`src/sv/wfsp_pkg.sv`:
```
// ----------------------------------------------------------------------------
// wfsp_pkg
// Types and constants shared by the fragment size planner modules.
// ----------------------------------------------------------------------------
package wfsp_pkg;

	localparam int ADDR_W = 3;
	localparam int DATA_W = 32;

	localparam logic [15:0] THR_RESET  = 16'd2346;
	localparam logic [7:0]  MGMT_RESET = 8'd24;

	// register index, taken from paddr[2]
	localparam logic REG_THR  = 1'b0;
	localparam logic REG_MGMT = 1'b1;

	localparam logic [1:0] KIND_DATA = 2'd0;
	localparam logic [1:0] KIND_MGMT = 2'd1;

	typedef enum logic [2:0] {
		STAT_NONE         = 3'd0,
		STAT_FRAG         = 3'd1,
		STAT_NOT_ELIGIBLE = 3'd2,
		STAT_NO_ROOM      = 3'd3,
		STAT_NO_EVEN      = 3'd4,
		STAT_TOO_MANY     = 3'd5
	} status_t;

	typedef enum logic [2:0] {
		S_IDLE,
		S_CALC,
		S_MUL,
		S_DECIDE,
		S_FRAG
	} state_t;

	typedef struct packed {
		logic load;
		logic calc;
		logic mul;
		logic emit_status;
		logic emit_frag;
	} dp_cmd_t;

	typedef struct packed {
		logic slot_free;
		logic is_frag;
		logic frag_last;
	} dp_stat_t;

endpackage

```
`src/sv/wfsp_in_if.sv`:
```
// ----------------------------------------------------------------------------
// wfsp_in_if
// Frame descriptor channel: valid/ready handshake with descriptor payload.
// ----------------------------------------------------------------------------
interface wfsp_in_if;
	logic        valid;
	logic        ready;
	logic [15:0] frame_length;
	logic [1:0]  header_kind;
	logic        receiver_multicast;
	logic [7:0]  data_header_length;
	logic [7:0]  trailer_length;

	modport source (
		output valid, frame_length, header_kind, receiver_multicast,
		       data_header_length, trailer_length,
		input  ready
	);
	modport sink (
		input  valid, frame_length, header_kind, receiver_multicast,
		       data_header_length, trailer_length,
		output ready
	);
endinterface

```
`src/sv/wfsp_out_if.sv`:
```
// ----------------------------------------------------------------------------
// wfsp_out_if
// Fragment result channel: valid/ready handshake with size, status, last.
// ----------------------------------------------------------------------------
interface wfsp_out_if;
	logic        valid;
	logic        ready;
	logic [15:0] fragment_size;
	logic [2:0]  status;
	logic        last;

	modport source (
		output valid, fragment_size, status, last,
		input  ready
	);
	modport sink (
		input  valid, fragment_size, status, last,
		output ready
	);
endinterface

```
`src/sv/wfsp_regs.sv`:
```
// ----------------------------------------------------------------------------
// wfsp_regs
// APB configuration registers: fragmentation threshold and management
// header length.
// ----------------------------------------------------------------------------
module wfsp_regs (
	input  logic                        clk,
	input  logic                        arst_n,
	input  logic                        psel,
	input  logic                        penable,
	input  logic                        pwrite,
	input  logic [wfsp_pkg::ADDR_W-1:0] paddr,
	input  logic [wfsp_pkg::DATA_W-1:0] pwdata,
	output logic [wfsp_pkg::DATA_W-1:0] prdata,
	output logic                        pready,
	output logic [15:0]                 thr,
	output logic [7:0]                  mgmt_hdr
);
	import wfsp_pkg::*;

	logic [15:0] thr_q;
	logic [7:0]  mgmt_q;
	logic        wr_en;

	assign pready = 1'b1;
	assign wr_en  = psel && penable && pwrite;

	always_ff @(posedge clk or negedge arst_n) begin
		if (!arst_n) begin
			thr_q  <= THR_RESET;
			mgmt_q <= MGMT_RESET;
		end else if (wr_en) begin
			case (paddr[2])
				REG_THR:  thr_q  <= pwdata[15:0];
				REG_MGMT: mgmt_q <= pwdata[7:0];
				default:  thr_q  <= thr_q;
			endcase
		end
	end

	always_comb begin
		case (paddr[2])
			REG_THR:  prdata = {16'd0, thr_q};
			REG_MGMT: prdata = {24'd0, mgmt_q};
			default:  prdata = '0;
		endcase
	end

	assign thr      = thr_q;
	assign mgmt_hdr = mgmt_q;

endmodule

```
`src/sv/wfsp_dp.sv`:
```
// ----------------------------------------------------------------------------
// wfsp_dp
// Datapath: descriptor capture, overhead and body size arithmetic, fragment
// limit product, remaining payload counter and the result register.
// ----------------------------------------------------------------------------
module wfsp_dp #(
	parameter int MAX_FRAGMENTS = 16
) (
	input  logic              clk,
	input  logic              arst_n,
	input  wfsp_pkg::dp_cmd_t cmd,
	output wfsp_pkg::dp_stat_t stat,
	input  logic [15:0]       thr,
	input  logic [7:0]        mgmt_hdr,
	input  logic [15:0]       frame_length,
	input  logic [1:0]        header_kind,
	input  logic              receiver_multicast,
	input  logic [7:0]        data_header_length,
	input  logic [7:0]        trailer_length,
	output logic              out_valid,
	input  logic              out_ready,
	output logic [15:0]       fragment_size,
	output logic [2:0]        status,
	output logic              last
);
	import wfsp_pkg::*;

	localparam int CNT_W  = $clog2(MAX_FRAGMENTS + 1);
	localparam int PROD_W = 16 + CNT_W;

	// captured descriptor
	logic [15:0] flen_q;
	logic [1:0]  kind_q;
	logic        mcast_q;
	logic [7:0]  dhdr_q;
	logic [7:0]  trl_q;

	// derived quantities
	logic [7:0]        hdr_c;
	logic [8:0]        ovh_c;
	logic [15:0]       ovh16_c;
	logic [15:0]       payload_c;
	logic [15:0]       maxbody_c;
	logic              short_c, inelig_c, no_room_c;
	logic [15:0]       payload_q;
	logic [15:0]       maxbody_q;
	logic              short_q, inelig_q, no_room_q;
	logic [PROD_W-1:0] limit_q;

	status_t     code_c;
	logic [15:0] sz_c;
	logic        frag_last_c;

	logic        out_valid_q;
	logic [15:0] size_q;
	status_t     status_q;
	logic        last_q;

	always_ff @(posedge clk) begin
		if (cmd.load) begin
			flen_q  <= frame_length;
			kind_q  <= header_kind;
			mcast_q <= receiver_multicast;
			dhdr_q  <= data_header_length;
			trl_q   <= trailer_length;
		end
	end

	always_comb begin
		hdr_c     = (kind_q == KIND_MGMT) ? mgmt_hdr : dhdr_q;
		ovh_c     = {1'b0, hdr_c} + {1'b0, trl_q};
		ovh16_c   = {7'd0, ovh_c};
		// saturate to zero when header and trailer exceed the frame
		payload_c = (flen_q > ovh16_c) ? (flen_q - ovh16_c) : 16'd0;
		no_room_c = (thr <= ovh16_c);
		maxbody_c = (thr - ovh16_c) & ~16'd1;
		short_c   = (thr >= flen_q);
		inelig_c  = mcast_q || ((kind_q != KIND_DATA) && (kind_q != KIND_MGMT));
	end

	always_ff @(posedge clk) begin
		if (cmd.calc) begin
			payload_q <= payload_c;
			maxbody_q <= maxbody_c;
			short_q   <= short_c;
			inelig_q  <= inelig_c;
			no_room_q <= no_room_c;
		end else if (cmd.emit_frag) begin
			payload_q <= payload_q - sz_c;
		end
		if (cmd.mul) begin
			limit_q <= PROD_W'(maxbody_q) * PROD_W'(MAX_FRAGMENTS);
		end
	end

	always_comb begin
		if (short_q)                          code_c = STAT_NONE;
		else if (inelig_q)                    code_c = STAT_NOT_ELIGIBLE;
		else if (no_room_q)                   code_c = STAT_NO_ROOM;
		else if (maxbody_q == 16'd0)          code_c = STAT_NO_EVEN;
		else if (PROD_W'(payload_q) > limit_q) code_c = STAT_TOO_MANY;
		else if (payload_q == 16'd0)          code_c = STAT_NONE;
		else                                  code_c = STAT_FRAG;
	end

	assign sz_c        = (payload_q > maxbody_q) ? maxbody_q : payload_q;
	assign frag_last_c = (payload_q <= maxbody_q);

	always_ff @(posedge clk or negedge arst_n) begin
		if (!arst_n) begin
			out_valid_q <= 1'b0;
		end else if (cmd.emit_status || cmd.emit_frag) begin
			out_valid_q <= 1'b1;
		end else if (out_ready) begin
			out_valid_q <= 1'b0;
		end
	end

	always_ff @(posedge clk) begin
		if (cmd.emit_status) begin
			size_q   <= 16'd0;
			status_q <= code_c;
			last_q   <= 1'b1;
		end else if (cmd.emit_frag) begin
			size_q   <= sz_c;
			status_q <= STAT_FRAG;
			last_q   <= frag_last_c;
		end
	end

	assign stat.slot_free = !out_valid_q || out_ready;
	assign stat.is_frag   = (code_c == STAT_FRAG);
	assign stat.frag_last = frag_last_c;

	assign out_valid     = out_valid_q;
	assign fragment_size = size_q;
	assign status        = status_q;
	assign last          = last_q;

`ifndef SYNTHESIS
	a_emit_free: assert property (@(posedge clk) disable iff (!arst_n)
		(cmd.emit_status || cmd.emit_frag) |-> (!out_valid_q || out_ready))
		else $error("result register overwritten while full");
	a_frag_nonzero: assert property (@(posedge clk) disable iff (!arst_n)
		cmd.emit_frag |-> (sz_c != 16'd0))
		else $error("empty fragment emitted");
	a_status_shape: assert property (@(posedge clk) disable iff (!arst_n)
		cmd.emit_status |=> (last_q && (size_q == 16'd0) && (status_q != STAT_FRAG)))
		else $error("status result malformed");
	a_last_drains: assert property (@(posedge clk) disable iff (!arst_n)
		(cmd.emit_frag && frag_last_c) |=> (payload_q == 16'd0))
		else $error("payload left after last fragment");
`endif

endmodule

```
`src/sv/wfsp_ctrl.sv`:
```
// ----------------------------------------------------------------------------
// wfsp_ctrl
// Controller: sequences capture, arithmetic, decision and fragment emission.
// ----------------------------------------------------------------------------
module wfsp_ctrl (
	input  logic               clk,
	input  logic               arst_n,
	input  logic               in_valid,
	output logic               in_ready,
	output wfsp_pkg::dp_cmd_t  cmd,
	input  wfsp_pkg::dp_stat_t stat
);
	import wfsp_pkg::*;

	state_t state_q, state_nxt;

	always_ff @(posedge clk or negedge arst_n) begin
		if (!arst_n) begin
			state_q <= S_IDLE;
		end else begin
			state_q <= state_nxt;
		end
	end

	always_comb begin
		state_nxt = state_q;
		cmd       = '0;
		in_ready  = 1'b0;
		case (state_q)
			S_IDLE: begin
				in_ready = 1'b1;
				if (in_valid) begin
					cmd.load  = 1'b1;
					state_nxt = S_CALC;
				end
			end
			S_CALC: begin
				cmd.calc  = 1'b1;
				state_nxt = S_MUL;
			end
			S_MUL: begin
				cmd.mul   = 1'b1;
				state_nxt = S_DECIDE;
			end
			S_DECIDE: begin
				if (stat.is_frag) begin
					state_nxt = S_FRAG;
				end else if (stat.slot_free) begin
					cmd.emit_status = 1'b1;
					state_nxt       = S_IDLE;
				end
			end
			S_FRAG: begin
				if (stat.slot_free) begin
					cmd.emit_frag = 1'b1;
					if (stat.frag_last) begin
						state_nxt = S_IDLE;
					end
				end
			end
			default: begin
				state_nxt = S_IDLE;
			end
		endcase
	end

endmodule

```
`src/sv/wlan_fragment_size_planner.sv`:
```
// ----------------------------------------------------------------------------
// wlan_fragment_size_planner
// Splits one frame descriptor into fragment body sizes, or a single status.
// ----------------------------------------------------------------------------
// Sequence: after a descriptor is accepted the controller steps through
// S_CALC, S_MUL and S_DECIDE; a status result is registered from S_DECIDE,
// fragments from S_FRAG at one per cycle while the receiver takes the output.
// A new descriptor is accepted only once the last result has been registered.
// Reset: arst_n clears the FSM and result valid; the threshold returns to
// 2346 and the management header length to 24.
// ----------------------------------------------------------------------------
module wlan_fragment_size_planner #(
	parameter int MAX_FRAGMENTS = 16
) (
	input  logic                        clk,
	input  logic                        arst_n,
	input  logic                        psel,
	input  logic                        penable,
	input  logic                        pwrite,
	input  logic [wfsp_pkg::ADDR_W-1:0] paddr,
	input  logic [wfsp_pkg::DATA_W-1:0] pwdata,
	output logic [wfsp_pkg::DATA_W-1:0] prdata,
	output logic                        pready,
	wfsp_in_if.sink                     frame_in,
	wfsp_out_if.source                  plan_out
);
	import wfsp_pkg::*;

	logic [15:0] thr;
	logic [7:0]  mgmt_hdr;
	logic        in_ready;
	dp_cmd_t     cmd;
	dp_stat_t    stat;

	wfsp_regs u_regs (
		.clk      (clk),
		.arst_n   (arst_n),
		.psel     (psel),
		.penable  (penable),
		.pwrite   (pwrite),
		.paddr    (paddr),
		.pwdata   (pwdata),
		.prdata   (prdata),
		.pready   (pready),
		.thr      (thr),
		.mgmt_hdr (mgmt_hdr)
	);

	wfsp_ctrl u_ctrl (
		.clk      (clk),
		.arst_n   (arst_n),
		.in_valid (frame_in.valid),
		.in_ready (in_ready),
		.cmd      (cmd),
		.stat     (stat)
	);

	wfsp_dp #(
		.MAX_FRAGMENTS (MAX_FRAGMENTS)
	) u_dp (
		.clk                (clk),
		.arst_n             (arst_n),
		.cmd                (cmd),
		.stat               (stat),
		.thr                (thr),
		.mgmt_hdr           (mgmt_hdr),
		.frame_length       (frame_in.frame_length),
		.header_kind        (frame_in.header_kind),
		.receiver_multicast (frame_in.receiver_multicast),
		.data_header_length (frame_in.data_header_length),
		.trailer_length     (frame_in.trailer_length),
		.out_valid          (plan_out.valid),
		.out_ready          (plan_out.ready),
		.fragment_size      (plan_out.fragment_size),
		.status             (plan_out.status),
		.last               (plan_out.last)
	);

	assign frame_in.ready = in_ready;

endmodule
```
`src/flat_wrapper.sv`:
```
// flat-port wrapper written by rule: the top's interface ports become plain ports
module wlan_fragment_size_planner_flat import wfsp_pkg::*;
#(
	parameter int MAX_FRAGMENTS = 16
)
  (clk, arst_n, psel, penable, pwrite, paddr, pwdata, prdata, pready, frame_in_valid, frame_in_frame_length, frame_in_header_kind, frame_in_receiver_multicast, frame_in_data_header_length, frame_in_trailer_length, frame_in_ready, plan_out_valid, plan_out_fragment_size, plan_out_status, plan_out_last, plan_out_ready);
  wfsp_in_if frame_in_i ();
  wfsp_out_if plan_out_i ();
  input  logic clk;
  input  logic arst_n;
  input  logic psel;
  input  logic penable;
  input  logic pwrite;
  input  logic [wfsp_pkg::ADDR_W-1:0] paddr;
  input  logic [wfsp_pkg::DATA_W-1:0] pwdata;
  output logic [wfsp_pkg::DATA_W-1:0] prdata;
  output logic pready;
  input wire logic [$bits(frame_in_i.valid)-1:0] frame_in_valid;
  input wire logic [$bits(frame_in_i.frame_length)-1:0] frame_in_frame_length;
  input wire logic [$bits(frame_in_i.header_kind)-1:0] frame_in_header_kind;
  input wire logic [$bits(frame_in_i.receiver_multicast)-1:0] frame_in_receiver_multicast;
  input wire logic [$bits(frame_in_i.data_header_length)-1:0] frame_in_data_header_length;
  input wire logic [$bits(frame_in_i.trailer_length)-1:0] frame_in_trailer_length;
  output wire logic [$bits(frame_in_i.ready)-1:0] frame_in_ready;
  output wire logic [$bits(plan_out_i.valid)-1:0] plan_out_valid;
  output wire logic [$bits(plan_out_i.fragment_size)-1:0] plan_out_fragment_size;
  output wire logic [$bits(plan_out_i.status)-1:0] plan_out_status;
  output wire logic [$bits(plan_out_i.last)-1:0] plan_out_last;
  input wire logic [$bits(plan_out_i.ready)-1:0] plan_out_ready;
  assign frame_in_i.valid = frame_in_valid;
  assign frame_in_i.frame_length = frame_in_frame_length;
  assign frame_in_i.header_kind = frame_in_header_kind;
  assign frame_in_i.receiver_multicast = frame_in_receiver_multicast;
  assign frame_in_i.data_header_length = frame_in_data_header_length;
  assign frame_in_i.trailer_length = frame_in_trailer_length;
  assign frame_in_ready = frame_in_i.ready;
  assign plan_out_valid = plan_out_i.valid;
  assign plan_out_fragment_size = plan_out_i.fragment_size;
  assign plan_out_status = plan_out_i.status;
  assign plan_out_last = plan_out_i.last;
  assign plan_out_i.ready = plan_out_ready;
  wlan_fragment_size_planner #(.MAX_FRAGMENTS(MAX_FRAGMENTS)) u_core (.clk(clk), .arst_n(arst_n), .psel(psel), .penable(penable), .pwrite(pwrite), .paddr(paddr), .pwdata(pwdata), .prdata(prdata), .pready(pready), .frame_in(frame_in_i), .plan_out(plan_out_i));
endmodule
```
`config.mk`:
```
export PLATFORM = sky130hd
export DESIGN_NAME = wlan_fragment_size_planner_flat
export DESIGN_NICKNAME = d
export VERILOG_FILES = /design/src/sv/wfsp_pkg.sv /design/src/sv/wfsp_in_if.sv /design/src/sv/wfsp_out_if.sv /design/src/sv/wfsp_regs.sv /design/src/sv/wfsp_dp.sv /design/src/sv/wfsp_ctrl.sv /design/src/sv/wlan_fragment_size_planner.sv /design/src/flat_wrapper.sv
export SDC_FILE = /design/constraint.sdc
export NUM_CORES = 1
export LEC_CHECK = 0
export ABC_AREA = 1
export BUFFER_PORTS_ARGS = -buffer_cell sky130_fd_sc_hd__clkbuf_2
export CORE_ASPECT_RATIO = 0.6
export CORE_UTILIZATION = 45
export CTS_BUF_LIST = sky130_fd_sc_hd__clkbuf_2 sky130_fd_sc_hd__clkbuf_4 sky130_fd_sc_hd__clkbuf_8
export DETAILED_ROUTE_END_ITERATION = 10
export GPL_ROUTABILITY_DRIVEN = 0
export MAX_ROUTING_LAYER = met4
export PLACE_DENSITY = 0.67
export SETUP_SLACK_MARGIN = 0.15
export SLEW_MARGIN = 0
export SYNTH_ARGS = -nofsm -noshare
export SYNTH_HDL_FRONTEND = slang
export SYNTH_HIERARCHICAL = 1
export SYNTH_SLANG_ARGS = --single-unit
```
`constraint.sdc`:
```
create_clock -name clk -period 4.7 [get_ports clk]
set_clock_uncertainty 0.05 [all_clocks]
set_input_delay 0.47 -clock clk [delete_from_list [all_inputs] [get_ports clk]]
set_output_delay 0.47 -clock clk [all_outputs]
set_load 0.01 [all_outputs]
```
==> run summary <==
Clock tree synthesis inserted a total of 17 buffers. For this run, the register share of the synthesized area comes to 42.0%. Setup repair after global routing left no endpoint under its margin. The cell count after synthesis came out at 1,040.

The share of post-route cells with drive strength above 1 works out to 17.4%. The critical path is of the reg -> reg type. Across all register-to-register paths, the minimum setup slack is 570 ps. For this run the aggregate overflow at the end of global routing stands at 0. The total iterations of the first detailed-routing run was 7. After clock tree synthesis, the setup repair step added 0 buffers. The biggest area contributor in the post-synthesis netlist is edfxtp_1. After routing the design area is 9780 µm². Across the VDD grid, the largest voltage drop is 0.000333 V. The worst hold path cell count came out at 1. The synthesized area per cell was 8.39 µm².

The number of nets still failing antenna checks after routing is 0. STA classifies the critical path endpoint as a flop. The commonest cells after synthesis are 274 x nand2_1, 138 x inv_1, 87 x edfxtp_1. The highest clock rate is 242 MHz. Summing the areas of all fa, ha and maj instances in the mapped netlist gives 11.7% of the synthesized area.

For the worst setup path, the data required time is 4870 ps. The signal on the critical path passes through ha_1 -> nand2_1 -> nor2_1 -> nand2_1 -> nor2_1 -> nand3b_1 -> nand2_2 -> inv_1 -> nand2_1 -> o21ai_0 -> ha_1 -> nand3_1 -> nand2_1 -> inv_1 -> o21a_1 -> o21ai_1 -> nand4_1 -> nand2_1 -> nand2_1 -> nand2_1 -> nand2_1 -> nand3_1 -> o21ai_2. The run finished with clean final reports. The via count of the first global-routing pass is 6,664.

The tools report the maximum root-to-sink buffer count as 2. The total routed wirelength is 22,000 µm, and the share of cell area taken by muxes after synthesis is 0.903%. The number of library cell types mapped by synthesis is 49. The number of design-rule violations left by the first detailed-router iteration came out at 649. The worst path in the final design needs a cycle of 4130 ps, including I/O delays and setup. For this run, the leading register cell type out of synthesis is edfxtp_1. The worst setup path is launched from a flop. In this run the worst path has a maximum fanout of 10. In the final routed layout, each cell accounts on average for 15.7 µm.

The final max-slew violation count was 0. The master of the slowest instance on the critical path was edfxtp_1. Summing every instance area after synthesis gives 8720 µm². By area the synthesized netlist is led by edfxtp_1 30%, nand2_1 12%, ha_1 11%. Detailed placement finished with a half-perimeter wire length of 17,500 µm. The initial antenna violation count was 0; the total of max-cap violations was 0. Summing the areas of all compound-gate instances in the mapped netlist gives 8.76% of the synthesized area. The worst register-to-register path has a depth of 23. Synthesized flop and latch total: 132.

Input and output buffers added on the ports amount to 96. The run gives 427 ps as the pre-CTS setup slack. The Yosys step of the flow raised 6 warnings.

Headroom to the max-slew limit came out at 48.5%. Dividing the detail-routed via count by the number of cells gives 5.21. Data on the critical path arrives at its endpoint at 4300 ps. The critical path buffer and inverter count works out to 2. Slew of the pin with the lowest slew margin: 765 ps. The number of flops mapped to enable cells by yosys came out at 87. The tools report the clock net sink count as 132. Most frequent cell on the critical path: nand2_1. The highest cell delay on the worst timing path was 540 ps.

On the critical path the largest part of the delay comes from simple AND/OR/NAND/NOR gates. The overall power after layout was 7.62 mW; the worst setup slack after layout was 570 ps. For the number of I/O pins, the log shows 132. The die is 110 µm tall. Entering global routing, the biggest net connects 36 pins. The clock edge transition at the registers on the reported setup and hold paths works out to 100 ps. Start point of the worst hold path: frame_in_data_header_length[5]. The combinational family with the most area after synthesis was simple AND/OR/NAND/NOR gates. The final route contains 7,330 vias. The post-synthesis share of cell area spent on and, or, nand and nor gates was 25.2%. The cell area reported after detailed placement was 9410 µm²; the die area was 20,000 µm².

The async set-or-reset flop fraction in the synthesized netlist came out at 21.2%. For this design the ratio of total power to cell area is 779 nW/µm². For this run, the post-layout net count is 1,303. The final clock period utilization by the worst path is 87.9%. For this run, the total global-route usage over all layers was measured as 24.1%. In this run the static leakage power is 4.81 nW. The fraction of synthesized cell area in xor and xnor cells was 2.51%. The x dimension of the die works out to 182 µm.

0 antenna diodes ended up in the layout. The root buffer cell chosen for the clock tree is clkbuf_8. Setup violations remaining at the end of the flow were counted as 0. Library cell with the highest instance count after synthesis: nand2_1. In the final timing run, aggregate negative setup slack is 0 ps. Number of placement rows: 39. The top cell type's share of synthesized area is 29.9%. For the remaining design rule violation count, the log shows 0. The tools report the worst flop-to-flop path startpoint as u_core/u_dp/payload_q[13]. The logs give 19,000 µm² for the area of the core and 46.0% for the initial cell density of the core. The destination of the worst register-to-register timing path is u_core/u_dp/payload_q[12]. The number of hold violations in the final report was 0. TritonCTS built the clock tree. Worst min-delay path class: in -> reg. At the later pin of the worst-skew pair, clock insertion delay measures 460 ps.

Post-synthesis to final-layout area growth: 12.0%. The first global-routing pass estimated 35,100 µm of wire. The tools report the endpoint with the worst hold slack as u_core/u_dp/dhdr_q[5]. H-tree level count: 4.
-- report_power, final --
part / internal (mW) / total (mW) / leakage, nW / switching [mW]
Clock: 0.379 / 0.897 / 0.184 / 0.518
Combinational: 1.63 / 4.49 / 3.34 / 2.86
Sequential: 1.86 / 2.23 / 1.29 / 0.373
-- final cells by class --
class / count / area [µm²]
Clock buffer: 17 / 234
Clock inverter: 15 / 121
Tap cell: 246 / 308
Sequential cell: 132 / 3660
Fill cell: 1770 / 9210
Multi-Input combinational cell: 749 / 4360
Inverter: 141 / 532
Timing Repair Buffer: 106 / 558
-- state kept, by name, summed over array words and instances, names as in the netlist, 2 cells and up --
signal and count:
u_core/u_dp/status 3, u_core/u_dp/payload_q 16, u_core/u_dp/flen_q 16, u_core/u_dp/fragment_size 16
u_core/u_regs/thr 16, u_core/u_dp/maxbody_q 15, u_core/u_dp/dhdr_q 8, u_core/u_dp/trl_q 8
u_core/u_dp/kind_q 2, u_core/u_dp/limit_q 15, u_core/u_ctrl/state_q 3, u_core/u_regs/mgmt_hdr 8
-- stage by stage --
step           util (%)  hold slack, ps  std cells
2_1_floorplan         -             124       1055
3_3_place_gp       49.6             391       1373
3_5_place_dp       49.6             396       1373
4_1_cts            51.5             110       1406
5_1_grt            51.5            92.8       1406
6_report           51.5             130       1406
-- layout by cell type (no fill, tap or decap), drive strengths merged, types with 8 or more instances in the layout --
master    n
a21oi    50
buf       9
clkbuf  113
clkinv    8
conb     18
dfrtp    21
dfxtp    17
edfxtp   87
ha       75
inv     147
nand2   292
nand3    82
nand4    20
nor2     57
nor3     13
nor4     10
o21ai    61
xor2     18
-- worst max-delay path by stage --
stage                               from                        end  slack, ps  depth (start not counted)
6_report       u_core/u_dp/payload_q[13]  u_core/u_dp/payload_q[12]        570                         23
4_1_cts        u_core/u_dp/payload_q[13]  u_core/u_dp/payload_q[12]        400                         23
3_3_place_gp   u_core/u_dp/payload_q[13]  u_core/u_dp/payload_q[12]        570                         22
2_1_floorplan  u_core/u_dp/payload_q[15]  u_core/u_dp/payload_q[14]       1120                         24
5_1_grt        u_core/u_dp/payload_q[13]  u_core/u_dp/payload_q[13]        180                         24
3_5_place_dp   u_core/u_dp/payload_q[13]  u_core/u_dp/payload_q[12]        430                         23
-- worst register-to-register path: stages (launching register included) --
cell and delay (ps):
edfxtp_1 540, ha_1 360, nand2_1 60, nor2_1 120, nand2_1 70, nor2_1 150
nand3b_1 190, nand2_2 230, inv_1 130, nand2_1 70, o21ai_0 110, ha_1 400
nand3_1 100, nand2_1 120, inv_1 50, o21a_1 210, o21ai_1 260, nand4_1 140
nand2_1 180, nand2_1 90, nand2_1 60, nand2_1 50, nand3_1 100, o21ai_2 60
-- layer usage --
metal  vias to the layer above  share of wire, %  GRT usage [%]
li1                       3651                 -              -
met1                      3387                53           36.8
met2                       275                38           31.3
met3                        17               8.9           6.29
met4                         0              0.75           4.18
met5                         -                 0              -
-- cell families (layout without fill, tap and decap cells) --
logic type	Yosys count	count (layout)
simple gates	487	487
buf+inv	174	279
compound gates	133	133
flops	132	132
fa+ha+maj	79	79
xor+xnor	25	25
mux	7	7
other cells	3	18
-- repair_timing --
item | 4_1_cts | 5_1_grt
endpoints found under the setup margin | 0 | 6
hold endpoints to repair | 4 | 0
resized for setup | 0 | 3
hold buffers | 1 | 0
(Power assumes the default switching activity.)
